## src/scpr_pkg.sv

```systemverilog
// ----------------------------------------------------------------------------
// scpr_pkg
// Shared sizes for the second-chance page replacer.
// ----------------------------------------------------------------------------
package scpr_pkg;

    // Table size and field widths
    localparam int MAX_FRAMES = 16;
    localparam int PAGE_BITS  = 16;
    localparam int FRAME_W    = (MAX_FRAMES > 1) ? $clog2(MAX_FRAMES) : 1;
    localparam int COUNT_W    = $clog2(MAX_FRAMES + 1);
    localparam int CFG_W      = 5;
    localparam int TOTAL_W    = 32;

    // Stream payload widths
    localparam int IN_TDATA_W  = ((PAGE_BITS + 7) / 8) * 8;
    localparam int OUT_BITS    = 1 + 4 + 1 + PAGE_BITS + TOTAL_W + TOTAL_W;
    localparam int OUT_TDATA_W = ((OUT_BITS + 7) / 8) * 8;

    localparam logic [CFG_W-1:0] FRAMES_RESET = CFG_W'(16);

endpackage

```

## src/scpr_ram.sv

```systemverilog
// ----------------------------------------------------------------------------
// scpr_ram
// Generic single-write, single-read RAM with registered read data.
// ----------------------------------------------------------------------------
module scpr_ram #(
    parameter int WIDTH = 16,
    parameter int DEPTH = 16
) (
    input  logic                             aclk,
    input  logic                             wr_en,
    input  logic [$clog2(DEPTH > 1 ? DEPTH : 2)-1:0] wr_addr,
    input  logic [WIDTH-1:0]                 wr_data,
    input  logic [$clog2(DEPTH > 1 ? DEPTH : 2)-1:0] rd_addr,
    output logic [WIDTH-1:0]                 rd_data
);

    logic [WIDTH-1:0] mem [DEPTH];

    // Write port and registered read port
    always_ff @(posedge aclk) begin
        if (wr_en) begin
            mem[wr_addr] <= wr_data;
        end
        rd_data <= mem[rd_addr];
    end

endmodule

```

## src/second_chance_page_replacer_core.sv

```systemverilog
// ----------------------------------------------------------------------------
// second_chance_page_replacer_core
// Clock (second-chance) page replacement over a table of page frames.
// ----------------------------------------------------------------------------
// One input beat is one page reference; one output beat follows for each. The
// page numbers live in a small RAM with one read port, so the lookup visits
// the filled frames one at a time, reading and then comparing each one. A
// miss fills a free frame if one is left; when the table is full the clock hand
// sweeps one frame per cycle (at most frames_in_use + 1 steps), then reads
// out and replaces the victim. The next reference is taken as soon as the
// result is loaded into the output register, even if that beat is not yet
// taken. frames_in_use is written through cfg_wr_en/cfg_wr_data; the user
// must write it only while idle, and the block itself does not enforce this.
// 0 acts as 1 and values above 16 act as 16.
// ----------------------------------------------------------------------------
module second_chance_page_replacer_core (
    input  logic                                 aclk,
    input  logic                                 aresetn,
    // Configuration: frames_in_use
    input  logic                                 cfg_wr_en,
    input  logic [scpr_pkg::CFG_W-1:0]           cfg_wr_data,
    // Input stream
    input  logic                                 s_tvalid,
    output logic                                 s_tready,
    input  logic [scpr_pkg::IN_TDATA_W-1:0]      s_tdata,  // page_number
    // Result stream
    output logic                                 m_tvalid,
    input  logic                                 m_tready,
    // hit, frame_index, evicted_valid, evicted_page, fault_count, reference_count
    output logic [scpr_pkg::OUT_TDATA_W-1:0]     m_tdata
);

    localparam int FW = scpr_pkg::FRAME_W;
    localparam int CW = scpr_pkg::COUNT_W;
    localparam int PW = scpr_pkg::PAGE_BITS;
    localparam int TW = scpr_pkg::TOTAL_W;

    typedef enum logic [2:0] {
        ST_IDLE,
        ST_READ,
        ST_CMP,
        ST_MISS,
        ST_SWEEP,
        ST_EVICT,
        ST_DONE
    } state_t;

    state_t                        state_reg;
    logic [scpr_pkg::CFG_W-1:0]    frames_cfg_reg;
    logic [PW-1:0]                 page_reg;
    logic [CW-1:0]                 n_reg;
    logic [CW-1:0]                 limit_reg;
    logic [FW-1:0]                 idx_reg;
    logic [FW-1:0]                 hand_reg;
    logic [FW-1:0]                 sweep_reg;
    logic [CW-1:0]                 filled_reg;
    logic [scpr_pkg::MAX_FRAMES-1:0] valid_reg;
    logic [scpr_pkg::MAX_FRAMES-1:0] refbit_reg;
    logic [TW-1:0]                 faults_reg;
    logic [TW-1:0]                 refs_reg;
    logic                          hit_reg;
    logic [FW-1:0]                 frame_reg;
    logic                          ev_valid_reg;
    logic [PW-1:0]                 ev_page_reg;
    logic                          m_tvalid_reg;
    logic [scpr_pkg::OUT_TDATA_W-1:0] m_tdata_reg;

    logic [CW-1:0] n_act;
    logic [CW-1:0] idx_inc;
    logic [CW-1:0] sweep_inc;
    logic [FW-1:0] sweep_wrap;
    logic          in_beat;
    logic          out_free;

    // RAM ports
    logic          ram_we;
    logic [FW-1:0] ram_waddr;
    logic [FW-1:0] ram_raddr;
    logic [PW-1:0] ram_rdata;

    // Effective frame count: clamp to 1..MAX_FRAMES
    always_comb begin
        if (frames_cfg_reg == '0) begin
            n_act = CW'(1);
        end else if (32'(frames_cfg_reg) > 32'(scpr_pkg::MAX_FRAMES)) begin
            n_act = CW'(scpr_pkg::MAX_FRAMES);
        end else begin
            n_act = CW'(frames_cfg_reg);
        end
    end

    assign in_beat    = s_tvalid && s_tready;
    assign out_free   = !m_tvalid_reg || m_tready;
    assign idx_inc    = CW'(idx_reg) + CW'(1);
    assign sweep_inc  = CW'(sweep_reg) + CW'(1);
    assign sweep_wrap = (sweep_inc == n_reg) ? '0 : sweep_inc[FW-1:0];

    // Page RAM control
    always_comb begin
        ram_we    = 1'b0;
        ram_waddr = filled_reg[FW-1:0];
        ram_raddr = idx_reg;
        unique case (state_reg)
            ST_MISS: begin
                ram_we    = (filled_reg < n_reg);
                ram_waddr = filled_reg[FW-1:0];
            end
            ST_SWEEP: begin
                ram_raddr = sweep_reg;
            end
            ST_EVICT: begin
                ram_we    = 1'b1;
                ram_waddr = frame_reg;
            end
            default: begin
            end
        endcase
    end

    scpr_ram #(
        .WIDTH(PW),
        .DEPTH(scpr_pkg::MAX_FRAMES)
    ) u_page_ram (
        .aclk   (aclk),
        .wr_en  (ram_we),
        .wr_addr(ram_waddr),
        .wr_data(page_reg),
        .rd_addr(ram_raddr),
        .rd_data(ram_rdata)
    );

    // Control sequencer, frame bits and counters
    always_ff @(posedge aclk) begin
        if (!aresetn) begin
            state_reg      <= ST_IDLE;
            frames_cfg_reg <= scpr_pkg::FRAMES_RESET;
            filled_reg     <= '0;
            hand_reg       <= '0;
            valid_reg      <= '0;
            refbit_reg     <= '0;
            faults_reg     <= '0;
            refs_reg       <= '0;
            m_tvalid_reg   <= 1'b0;
        end else begin
            if (cfg_wr_en) begin
                frames_cfg_reg <= cfg_wr_data;
            end
            if (m_tvalid_reg && m_tready) begin
                m_tvalid_reg <= 1'b0;
            end

            unique case (state_reg)
                ST_IDLE: begin
                    if (in_beat) begin
                        page_reg     <= s_tdata[PW-1:0];
                        n_reg        <= n_act;
                        limit_reg    <= (filled_reg < n_act) ? filled_reg : n_act;
                        idx_reg      <= '0;
                        hit_reg      <= 1'b0;
                        ev_valid_reg <= 1'b0;
                        ev_page_reg  <= '0;
                        refs_reg     <= (refs_reg == '1) ? refs_reg : refs_reg + TW'(1);
                        state_reg    <= (filled_reg == '0) ? ST_MISS : ST_READ;
                    end
                end
                ST_READ: begin
                    state_reg <= ST_CMP;
                end
                ST_CMP: begin
                    if (valid_reg[idx_reg] && ram_rdata == page_reg) begin
                        hit_reg             <= 1'b1;
                        frame_reg           <= idx_reg;
                        refbit_reg[idx_reg] <= 1'b1;
                        state_reg           <= ST_DONE;
                    end else if (idx_inc >= limit_reg) begin
                        state_reg <= ST_MISS;
                    end else begin
                        idx_reg   <= idx_inc[FW-1:0];
                        state_reg <= ST_READ;
                    end
                end
                ST_MISS: begin
                    faults_reg <= (faults_reg == '1) ? faults_reg : faults_reg + TW'(1);
                    if (filled_reg < n_reg) begin
                        // Free frame left: fill it, hand stays put
                        frame_reg                      <= filled_reg[FW-1:0];
                        valid_reg[filled_reg[FW-1:0]]  <= 1'b1;
                        refbit_reg[filled_reg[FW-1:0]] <= 1'b0;
                        filled_reg                     <= filled_reg + CW'(1);
                        state_reg                      <= ST_DONE;
                    end else begin
                        sweep_reg <= (CW'(hand_reg) < n_reg) ? hand_reg : '0;
                        state_reg <= ST_SWEEP;
                    end
                end
                ST_SWEEP: begin
                    // Give set frames a second chance; stop on the first clear one
                    if (refbit_reg[sweep_reg]) begin
                        refbit_reg[sweep_reg] <= 1'b0;
                        sweep_reg             <= sweep_wrap;
                    end else begin
                        frame_reg <= sweep_reg;
                        hand_reg  <= sweep_wrap;
                        state_reg <= ST_EVICT;
                    end
                end
                ST_EVICT: begin
                    ev_valid_reg          <= valid_reg[frame_reg];
                    ev_page_reg           <= valid_reg[frame_reg] ? ram_rdata : '0;
                    valid_reg[frame_reg]  <= 1'b1;
                    refbit_reg[frame_reg] <= 1'b0;
                    state_reg             <= ST_DONE;
                end
                ST_DONE: begin
                    if (out_free) begin
                        m_tvalid_reg <= 1'b1;
                        state_reg    <= ST_IDLE;
                    end
                end
                default: begin
                    state_reg <= ST_IDLE;
                end
            endcase
        end
    end

    // Output payload register
    always_ff @(posedge aclk) begin
        if (state_reg == ST_DONE && out_free) begin
            m_tdata_reg <= scpr_pkg::OUT_TDATA_W'({refs_reg, faults_reg, ev_page_reg,
                                                   ev_valid_reg, 4'(frame_reg), hit_reg});
        end
    end

    assign s_tready = (state_reg == ST_IDLE);
    assign m_tvalid = m_tvalid_reg;
    assign m_tdata  = m_tdata_reg;

endmodule
```

## config.mk

```make
export PLATFORM = sky130hd
export DESIGN_NAME = second_chance_page_replacer_core
export DESIGN_NICKNAME = d
export VERILOG_FILES = /design/src/scpr_pkg.sv /design/src/scpr_ram.sv /design/src/second_chance_page_replacer_core.sv
export SDC_FILE = /design/constraint.sdc
export NUM_CORES = 1
export LEC_CHECK = 0
export BUFFER_PORTS_ARGS = -buffer_cell sky130_fd_sc_hd__buf_2
export CAP_MARGIN = 20
export CORE_MARGIN = 8
export CORE_UTILIZATION = 35
export CTS_CLUSTER_DIAMETER = 50
export DETAILED_ROUTE_END_ITERATION = 8
export HOLD_SLACK_MARGIN = 0.03
export PLACE_DENSITY = 0.6
export RECOVER_POWER = 100
export SETUP_SLACK_MARGIN = 0.5
export SYNTH_ARGS = -nofsm -noshare
export SYNTH_HDL_FRONTEND = slang
export SYNTH_SLANG_ARGS = --single-unit
```

## constraint.sdc

```tcl
create_clock -name aclk -period 13.6 [get_ports aclk]
set_clock_uncertainty 0.05 [all_clocks]
set_input_delay 2.04 -clock aclk [delete_from_list [all_inputs] [get_ports aclk]]
set_output_delay 2.04 -clock aclk [all_outputs]
set_load 0.02 [all_outputs]
```

==> summary.txt, run 1 <==
Status -> finished with violations
Failing checks -> max-capacitance violations, max-slew violations
Root buf cell -> clkbuf_16
# DRC -> 0
Number of flops mapped to enable cells by yosys -> 398
Kind of critical path -> reg -> reg
GR Util met1 -> 0.1863
Drt wl/cell -> 20.82 um
H-tree Lvls -> 2
Worst r2r path cells -> 9
Max reg flops -> 256
Commonest cells post-synth -> edfxtp_1, dfxtp_1, nor2_1, a21oi_1, mux4_2
Clock network latency to the later pin of the worst-skew pair -> 0.61 ns
Count leader, synth -> edfxtp_1
Peak supply drop -> 97.89 uV
CTS clk-pin slew, worst paths -> 0.06 ns
Cell Area, Placed -> 23130 um^2
Global Route Usage Sum -> 0.1405
Slew margin rel. -> -1.615
Slowest cell delay on critical path -> 2.90 ns
Worst setup endpoint -> u_page_ram.rd_data[3]
RR Startpoint -> state_reg[0]
Resized Gates After CTS -> 0
Arr. time, crit path -> 8.23 ns
Period utilisation layout -> 0.5743
Largest net degree at the start of global routing -> 70
HP Class -> reg -> reg
Slew Viols, Final -> 270
CP Launch Point -> state_reg[0]
Element type at the critical path end -> register
Rows -> 91
Final instance area -> 24590 um^2
M3 GR Usage -> 0.02669
Setup TNS -> 0 ns
Critical Path Start Type -> register
CTS tree -> built
Post-CTS setup buffers -> 0
Antenna violations before repair -> 2
Share of layout cells above drive strength 1 -> 0.1287
Synth Cell Area -> 21600 um^2
Vias per std cell -> 5.223
Final Hold Fails -> 0
DR iter-0 viols -> 1017
Initial Util -> 0.3520
CTS hold repair buffers -> 0
#FFs+latches synth -> 528
Die area -> 69920 um^2
Worst slew pin tran -> 3.922 ns
Power Dens Cells -> 174.4 nW/um^2
Area of the core -> 61370 um^2
Register-to-Register Setup Slack -> 5.79 ns
Ports -> 116
Worst Path Required -> 14.02 ns
Die Y -> 264.4 um
Design Power -> 4.287 mW
Syn avg cell area -> 14.82 um^2
Synth area leaders -> edfxtp_1, dfxtp_1, mux4_2
Startpoint of the worst hold path -> ev_page_reg[0]
Global routing's busiest layer -> met2
Fill cell total of the finished layout -> 5607
RSZ-0062 raised after global routing -> false
Worst slack, placed -> 8.985 ns
Crit path cell chain -> nor2_1, nand2_1, buf_4, nor2_1, a21oi_1, clkbuf_1, mux4_2, mux2i_1, mux2i_1
Die X -> 264.4 um
Final HPWL DP -> 32400 um
Area share of the largest cell type after synthesis -> 0.5533
Register area share after synthesis -> 0.6738
Gate count of the mapped netlist -> 1457
Final setup margin -> 5.789 ns
Nets@finish -> 1636
I/O Buffers -> 113
Post-layout minimum cycle time -> 7.811 ns
Grt total ovfl -> 0
Achievable frequency -> 128.0 MHz
GP Congestion -> 0.8731
FF-to-FF End -> u_page_ram.rd_data[3]
LEAKAGE -> 8.110 nW
Flip-flop and latch area -> 14550 um^2
Share of flip-flops with an asynchronous set or reset -> 0
Worst path slowest cell -> clkbuf_1
First-pass GRT wire length -> 77310 um
Top FF cell, synth -> edfxtp_1
Crit path max fanout -> 46
WL final -> 50290 um
Pre-antenna DRT Iters -> 5
Vias in the first global route -> 12600
Clock Sinks -> 528
Synth cell types -> 66
Hold path depth -> 0
CTS buffer count -> 53
YS warnings -> 0
Area delta synth->final -> 13.83%
DR vias -> 12610
Antenna-violating nets left -> 0
Max Cap Viol -> 8
Multi-input gate area -> 6644 um^2
Cell taking the most area after synthesis -> edfxtp_1
GRT met2 Usage -> 0.2307
Minimum hold slack -> 0.3690 ns
# setup viols final -> 0
Longest Clk Path Bufs -> 3
## worst max-delay path: cells and delay by family, from the launching register on
family	cells	cell delay (ns)
and+or+nand+nor	3	0.38
buffers and inverters	2	3.20
AOI/OAI and AO/OA	1	2.12
muxes	3	1.08
DFF	1	0.82
## logic make-up (layout without fill, tap and decap cells)
group           Yosys count  after routing  synth area share
fa+ha+maj                30             30           0.01738
buf+inv                 104            270           0.02056
mux                     145            145            0.1121
xor+xnor                 80             80           0.03244
other cells               1              3         0.0001736
flops                   528            528            0.6738
simple gates            386            386           0.09025
compound gates          183            183           0.05329
## cell type report
type | instances | share of cell area
clock inverter | 27 | 0.01181
multi-input combinational | 826 | 0.2702
timing repair buffer | 142 | 0.02361
tap | 790 | 0.04020
sequential | 528 | 0.5919
antenna | 1 | 0.0001018
clock buffer | 72 | 0.05766
inverter | 29 | 0.004478
## stage by stage
step / cells / util
2_1_floorplan: 1458 / -
3_3_place_gp: 2311 / 0.3764
3_5_place_dp: 2313 / 0.3769
4_1_cts: 2412 / 0.4047
5_1_grt: 2415 / 0.4006
6_report: 2415 / 0.4006
## where the power goes
part / switching, mW / internal, mW
sequential: 0.136 / 1.88
clock: 0.619 / 0.815
combinational: 0.483 / 0.353
total: 1.24 / 3.05
## cells in the final DEF, fill, tap and decap left out, types with 14 or more instances in the layout
master / Yosys / layout
ha_1: 30 / 30
nand2_1: 62 / 62
a21oi_1: 77 / 75
buf_2: 18 / 17
mux4_2: 77 / 77
inv_1: 27 / 27
and2_0: 0 / 18
nor2_1: 128 / 116
clkbuf_1: 45 / 135
nand4_1: 20 / 20
o21ai_0: 21 / 27
dfxtp_1: 130 / 130
nor3_1: 22 / 22
xnor2_1: 29 / 29
xor2_1: 51 / 51
and3_1: 17 / 17
mux2i_1: 63 / 63
clkbuf_16: 0 / 53
or3_1: 14 / 14
a31oi_1: 20 / 20
edfxtp_1: 398 / 398
nand3_1: 37 / 37
## worst min-delay path by stage
| stage | endpoint | slack (ns) |
|---|---|---|
| after detailed placement | m_tdata[17] | 0.36 |
| final | m_tdata[6] | 0.37 |
| after global routing | m_tdata[6] | 0.38 |
| after CTS | m_tdata[6] | 0.36 |
| after floorplan | m_tdata[0] | 0.35 |
| after global placement | m_tdata[13] | 0.36 |
## layer usage
metal	vias to the layer above	part of all wire
met2	402	0.48
met4	2	0.028
li1	5809	-
met3	89	0.059
met5	-	0.00024
met1	6312	0.43
No activity file was read; power rests on OpenSTA's default activity.
==> inputs of run 2 (changes only) <==
PLACE_DENSITY = 0.61   (was 0.6)
clock period = 6.55 ns   (was 13.6 ns; I/O delays follow)
==> summary.txt, run 2 (same netlist as run 1, synthesis figures left out) <==
CP Launch Point -> state_reg[0]
DR vias -> 12640 (+0.20%)
Kind of critical path -> reg -> reg
Element type at the critical path end -> register
CTS clk-pin slew, worst paths -> 0.06 ns (about the same)
Cell Area, Placed -> 23130 um^2 (about the same)
Largest net degree at the start of global routing -> 65 (-7.1%)
Worst r2r path cells -> 9 (unchanged)
RR Startpoint -> state_reg[0]
Final setup margin -> 1.732 ns (-4.057 ns)
Final HPWL DP -> 33890 um (+4.6%)
Worst slack, placed -> 2.384 ns (-6.601 ns)
Grt total ovfl -> 0 (unchanged)
Initial Util -> 0.3520 (unchanged)
# setup viols final -> 0 (unchanged)
Clock network latency to the later pin of the worst-skew pair -> 0.62 ns (about the same)
Peak supply drop -> 228.1 uV (+130%)
DR iter-0 viols -> 981 (-3.5%)
CTS tree -> built
Antenna-violating nets left -> 0 (unchanged)
Max reg flops -> 256 (unchanged)
Fill cell total of the finished layout -> 5613 (+0.11%)
Period utilisation layout -> 0.7356 (+0.1612)
Nets@finish -> 1642 (+0.37%)
Share of layout cells above drive strength 1 -> 0.1387 (+0.009974)
Antenna cells -> 0 (-1)
Critical Path Start Type -> register
Finished Core Util -> 0.4073 (+0.006667)
Startpoint of the worst hold path -> ev_page_reg[9]
First-pass GRT wire length -> 78130 um (+1.1%)
CTS hold repair buffers -> 0 (unchanged)
Hold path depth -> 0 (unchanged)
# DRC -> 0 (unchanged)
Post-CTS setup buffers -> 0 (unchanged)
Final instance area -> 25000 um^2 (+1.7%)
WL final -> 50980 um (+1.4%)
Root buf cell -> clkbuf_16
Register-to-Register Setup Slack -> 1.73 ns (-4.06 ns)
Clock Sinks -> 528 (unchanged)
Worst Path Required -> 6.98 ns (-7.04 ns)
Worst Hold Endpoint -> m_tdata[15]
RSZ-0062 raised after global routing -> false
Status -> finished with violations
Crit path max fanout -> 64 (+39%)
LEAKAGE -> 8.343 nW (+2.9%)
Most frequent cells in the layout -> edfxtp_1, dfxtp_1, nor2_1
Die area -> 69920 um^2 (unchanged)
Failing checks -> max-capacitance violations, max-slew violations
Multi-input gate area -> 6614 um^2 (-0.45%)
Max Cap Viol -> 10 (+2)
Ports -> 116 (unchanged)
Resized Gates After CTS -> 0 (unchanged)
Longest Clk Path Bufs -> 3 (unchanged)
Global Route Usage Sum -> 0.1422 (+0.001739)
HP Class -> reg -> reg
Vias per std cell -> 5.208 (-0.30%)
Die X -> 264.4 um (unchanged)
Arr. time, crit path -> 5.25 ns (-2.98 ns)
Pre-antenna DRT Iters -> 5 (unchanged)
Most common cell after layout, fill and taps aside -> edfxtp_1
Flip-flop and latch area -> 14550 um^2 (unchanged)
Die Y -> 264.4 um (unchanged)
Rows -> 91 (unchanged)
Vias in the first global route -> 12640 (+0.32%)
Slew Viols, Final -> 308 (+14%)
Worst slew pin tran -> 3.329 ns (-0.5934 ns)
FF-to-FF End -> u_page_ram.rd_data[12]
Setup TNS -> 0 ns (unchanged)
Drt wl/cell -> 21.01 um (+0.88%)
Area of the core -> 61370 um^2 (unchanged)
I/O Buffers -> 113 (unchanged)
Design Power -> 9.501 mW (+120%)
Slew margin rel. -> -1.219 (+0.3956)
Achievable frequency -> 207.6 MHz (+62%)
Antenna violations before repair -> 0 (-2)
GP Congestion -> 0.8629 (-1.2%)
Final Hold Fails -> 0 (unchanged)
Post-layout minimum cycle time -> 4.818 ns (-2.993 ns)
H-tree Lvls -> 2 (unchanged)
CTS buffer count -> 60 (+13%)
Power Dens Cells -> 380.1 nW/um^2 (+120%)
Area delta synth->final -> 15.73%
-- run 2: cell types whose count changed in the layout (fill, tap and decap cells not counted), moves of 4 or more --
cell / before / now
clkbuf_1: 135 / 115
nor2_1: 116 / 128
nor2_2: 12 / 0
clkbuf_16: 53 / 61
buf_2: 17 / 24
bufinv_16: 4 / 10
clkinv_4: 1 / 5
clkinv_8: 0 / 4
-- run 2: worst max path at each step --
stage / slack [ns] / to / cells after the start
after CTS: 2.39 / u_page_ram.mem[2][13] / 6
after global routing: 1.14 / u_page_ram.rd_data[12] / 9
after detailed placement: 2.38 / u_page_ram.mem[2][1] / 6
after floorplan: 1.61 / m_tdata[0] / 2
after global placement: 2.37 / u_page_ram.mem[0][5] / 6
final: 1.73 / u_page_ram.rd_data[12] / 9
-- run 2: where the power goes --
group / leakage [nW] / switching, mW / internal (mW)
Combinational: 2.67 / 1.02 / 0.729
Sequential: 4.62 / 0.293 / 3.91
Clock: 1.05 / 1.42 / 2.13
-- run 2: layout make-up --
class	instances	share of cell area
clock buffers	66	0.06182
inverters	29	0.004405
well taps	790	0.03954
clock inverters	47	0.02408
flip-flops and latches	528	0.5822
multi-input cells	826	0.2646
repair buffers	141	0.02333
-- run 2: routing by layer --
| layer | vias up | GRT usage | routed length, um |
|---|---|---|---|
| met1 | 6346 | 0.1921 | 22820 |
| met5 | - | 0 | 0 |
| met3 | 91 | 0.02761 | 2819 |
| li1 | 5826 | - | - |
| met2 | 376 | 0.2312 | 24120 |
| met4 | 0 | 0.04296 | 1228 |
-- run 2: stage by stage --
| stage | cells | hold slack (ns) |
|---|---|---|
| after global placement | 2308 | 0.3547 |
| after CTS | 2426 | 0.3704 |
| after floorplan | 1458 | 0.3503 |
| after detailed placement | 2313 | 0.3562 |
| final | 2427 | 0.3654 |
| after global routing | 2427 | 0.3819 |
-- run 2: worst max-delay path: stages (launching register included) --
cell,delay (ns)
dfxtp_1,0.84
nor2_1,0.17
nand2_1,0.11
buf_4,0.33
nor2_1,0.15
a21oi_4,0.12
clkbuf_2,1.78
mux4_2,0.71
mux2i_1,0.22
mux2i_1,0.15
==> inputs of run 3 (changes only) <==
PLACE_DENSITY = 0.6   (was 0.61)
clock period = 4.8 ns   (was 6.55 ns; I/O delays follow)
==> summary.txt, run 3 (same netlist as run 1, synthesis figures left out) <==
Worst Hold Endpoint -> page_reg[2]
Hold path depth -> 1 (+1)
Drt wl/cell -> 20.32 um (-3.3%)
Post-CTS setup buffers -> 0 (unchanged)
Max reg flops -> 256 (unchanged)
Period utilisation layout -> 0.8476 (+0.1120)
Achievable frequency -> 245.8 MHz (+18%)
Clock Sinks -> 528 (unchanged)
Slowest cell delay on critical path -> 0.77 ns (-1.01 ns)
CTS clk-pin slew, worst paths -> 0.06 ns (about the same)
RR Startpoint -> filled_reg[1]
Final Hold Fails -> 0 (unchanged)
HP Class -> in -> reg
Max Cap Viol -> 3 (-7)
Post-layout minimum cycle time -> 4.068 ns (-0.7495 ns)
Final HPWL DP -> 32870 um (-3.0%)
I/O Buffers -> 113 (unchanged)
Vias in the first global route -> 12670 (+0.17%)
DR iter-0 viols -> 820 (-16%)
CTS tree -> built
Die Y -> 264.4 um (unchanged)
WL final -> 49480 um (-3.0%)
Status -> finished with violations
LEAKAGE -> 8.331 nW (-0.14%)
Area of the core -> 61370 um^2 (unchanged)
CTS buffer count -> 56 (-6.7%)
FF-to-FF End -> refbit_reg[12]
Crit path cell chain -> ha_1, a2111o_1, a311oi_4, clkbuf_1, o21ai_0, o311ai_0, o21ai_1
Worst r2r path cells -> 7 (-2)
Antenna-violating nets left -> 0 (unchanged)
Root buf cell -> clkbuf_16
Share of layout cells above drive strength 1 -> 0.1520 (+0.01331)
Most frequent cells in the layout -> edfxtp_1, dfxtp_1, nor2_1
Antenna cells -> 0 (unchanged)
Clock network latency to the later pin of the worst-skew pair -> 0.61 ns (about the same)
Element type at the critical path end -> register
Minimum hold slack -> 0.2410 ns (-0.1244 ns)
Most common cell after layout, fill and taps aside -> edfxtp_1
Slew margin rel. -> -0.5545 (+0.6647)
Worst slew pin tran -> 2.323 ns (-1.006 ns)
Grt total ovfl -> 0 (unchanged)
Rows -> 91 (unchanged)
Register-to-Register Setup Slack -> 0.73 ns (-1.00 ns)
Worst path slowest cell -> clkbuf_1
Finished Core Util -> 0.4062 (-0.001121)
RSZ-0062 raised after global routing -> false
Crit path max fanout -> 19 (-70%)
Worst Path Required -> 5.22 ns (-1.76 ns)
GP Congestion -> 0.8833 (+2.4%)
Area delta synth->final -> 15.41%
Largest net degree at the start of global routing -> 69 (+6.2%)
Global Route Usage Sum -> 0.1376 (-0.004565)
Failing checks -> max-capacitance violations, max-slew violations
Initial Util -> 0.3520 (unchanged)
# DRC -> 0 (unchanged)
Arr. time, crit path -> 4.49 ns (-0.76 ns)
Kind of critical path -> reg -> reg
Ports -> 116 (unchanged)
# setup viols final -> 0 (unchanged)
Buf+Inv Stages, Crit Path -> 1 (-1)
Power Dens Cells -> 503.3 nW/um^2 (+32%)
First-pass GRT wire length -> 76070 um (-2.6%)
Die X -> 264.4 um (unchanged)
Slew Viols, Final -> 121 (-61%)
Pre-antenna DRT Iters -> 4 (-1)
Nets@finish -> 1653 (+0.67%)
Longest Clk Path Bufs -> 3 (unchanged)
CTS hold repair buffers -> 0 (unchanged)
Startpoint of the worst hold path -> s_tdata[2]
Die area -> 69920 um^2 (unchanged)
Resized Gates After CTS -> 0 (unchanged)
DR vias -> 12510 (-1.0%)
Peak supply drop -> 284.5 uV (+25%)
Vias per std cell -> 5.137 (-1.4%)
Critical Path Start Type -> register
CP top delay family -> compound AO/OA/AOI/OAI gates
Antenna violations before repair -> 2 (+2)
Setup TNS -> 0 ns (unchanged)
H-tree Lvls -> 2 (unchanged)
run 3: changes by cell type in the layout (fill, tap and decap cells not counted), moves of 5 or more:
cell,delta
buf_4,+19
clkinv_2,+5
nor2_1,-15
nor2_2,+15
o21ai_0,-7
o21ai_1,+7
o311ai_0,+6
o311ai_1,-6
run 3: how the worst max path moves through the flow:
| stage | endpoint | slack, ns | from | cells past startpoint |
|---|---|---|---|---|
| 6_report | refbit_reg[12] | 0.73 | filled_reg[1] | 7 |
| 5_1_grt | refbit_reg[12] | 0.54 | filled_reg[2] | 8 |
| 4_1_cts | u_page_ram.mem[11][14] | 1.24 | state_reg[2] | 5 |
| 3_5_place_dp | u_page_ram.mem[11][7] | 1.26 | state_reg[2] | 5 |
| 3_3_place_gp | u_page_ram.mem[11][10] | 1.41 | state_reg[2] | 5 |
| 2_1_floorplan | m_tdata[0] | 1.36 | state_reg[0] | 4 |
run 3: through the flow:
| stage | instance area (um^2) | cells | power [mW] | setup WS (ns) |
|---|---|---|---|---|
| floorplan | 21610 | 1458 | 7.451 | 1.358 |
| global placement | 23240 | 2329 | 8.229 | 1.411 |
| detailed placement | 23240 | 2329 | 8.269 | 1.261 |
| CTS | 25180 | 2435 | 12.75 | 1.242 |
| global route | 24930 | 2435 | 13.07 | 0.5367 |
| finish | 24930 | 2435 | 12.55 | 0.7316 |
run 3: layout make-up:
type	instances	area, um^2
Sequential cell	528	14550
Timing Repair Buffer	156	709.4
Clock buffer	66	1500
Tap cell	790	988.4
Clock inverter	40	444.2
Inverter	29	110.1
Fill cell	5586	36440
Multi-Input combinational cell	826	6621
run 3: routing by layer:
layer  GRT usage  wire (um)
met5           0         26
met4     0.04950       1599
met3     0.02317       2202
met2      0.2273      23310
met1      0.1820      22340
run 3: power by group:
part | switching [mW] | leakage, nW | internal (mW)
Combinational | 1.47 | 2.75 | 0.983
Clock | 1.83 | 0.951 | 2.63
Sequential | 0.306 | 4.62 | 5.33
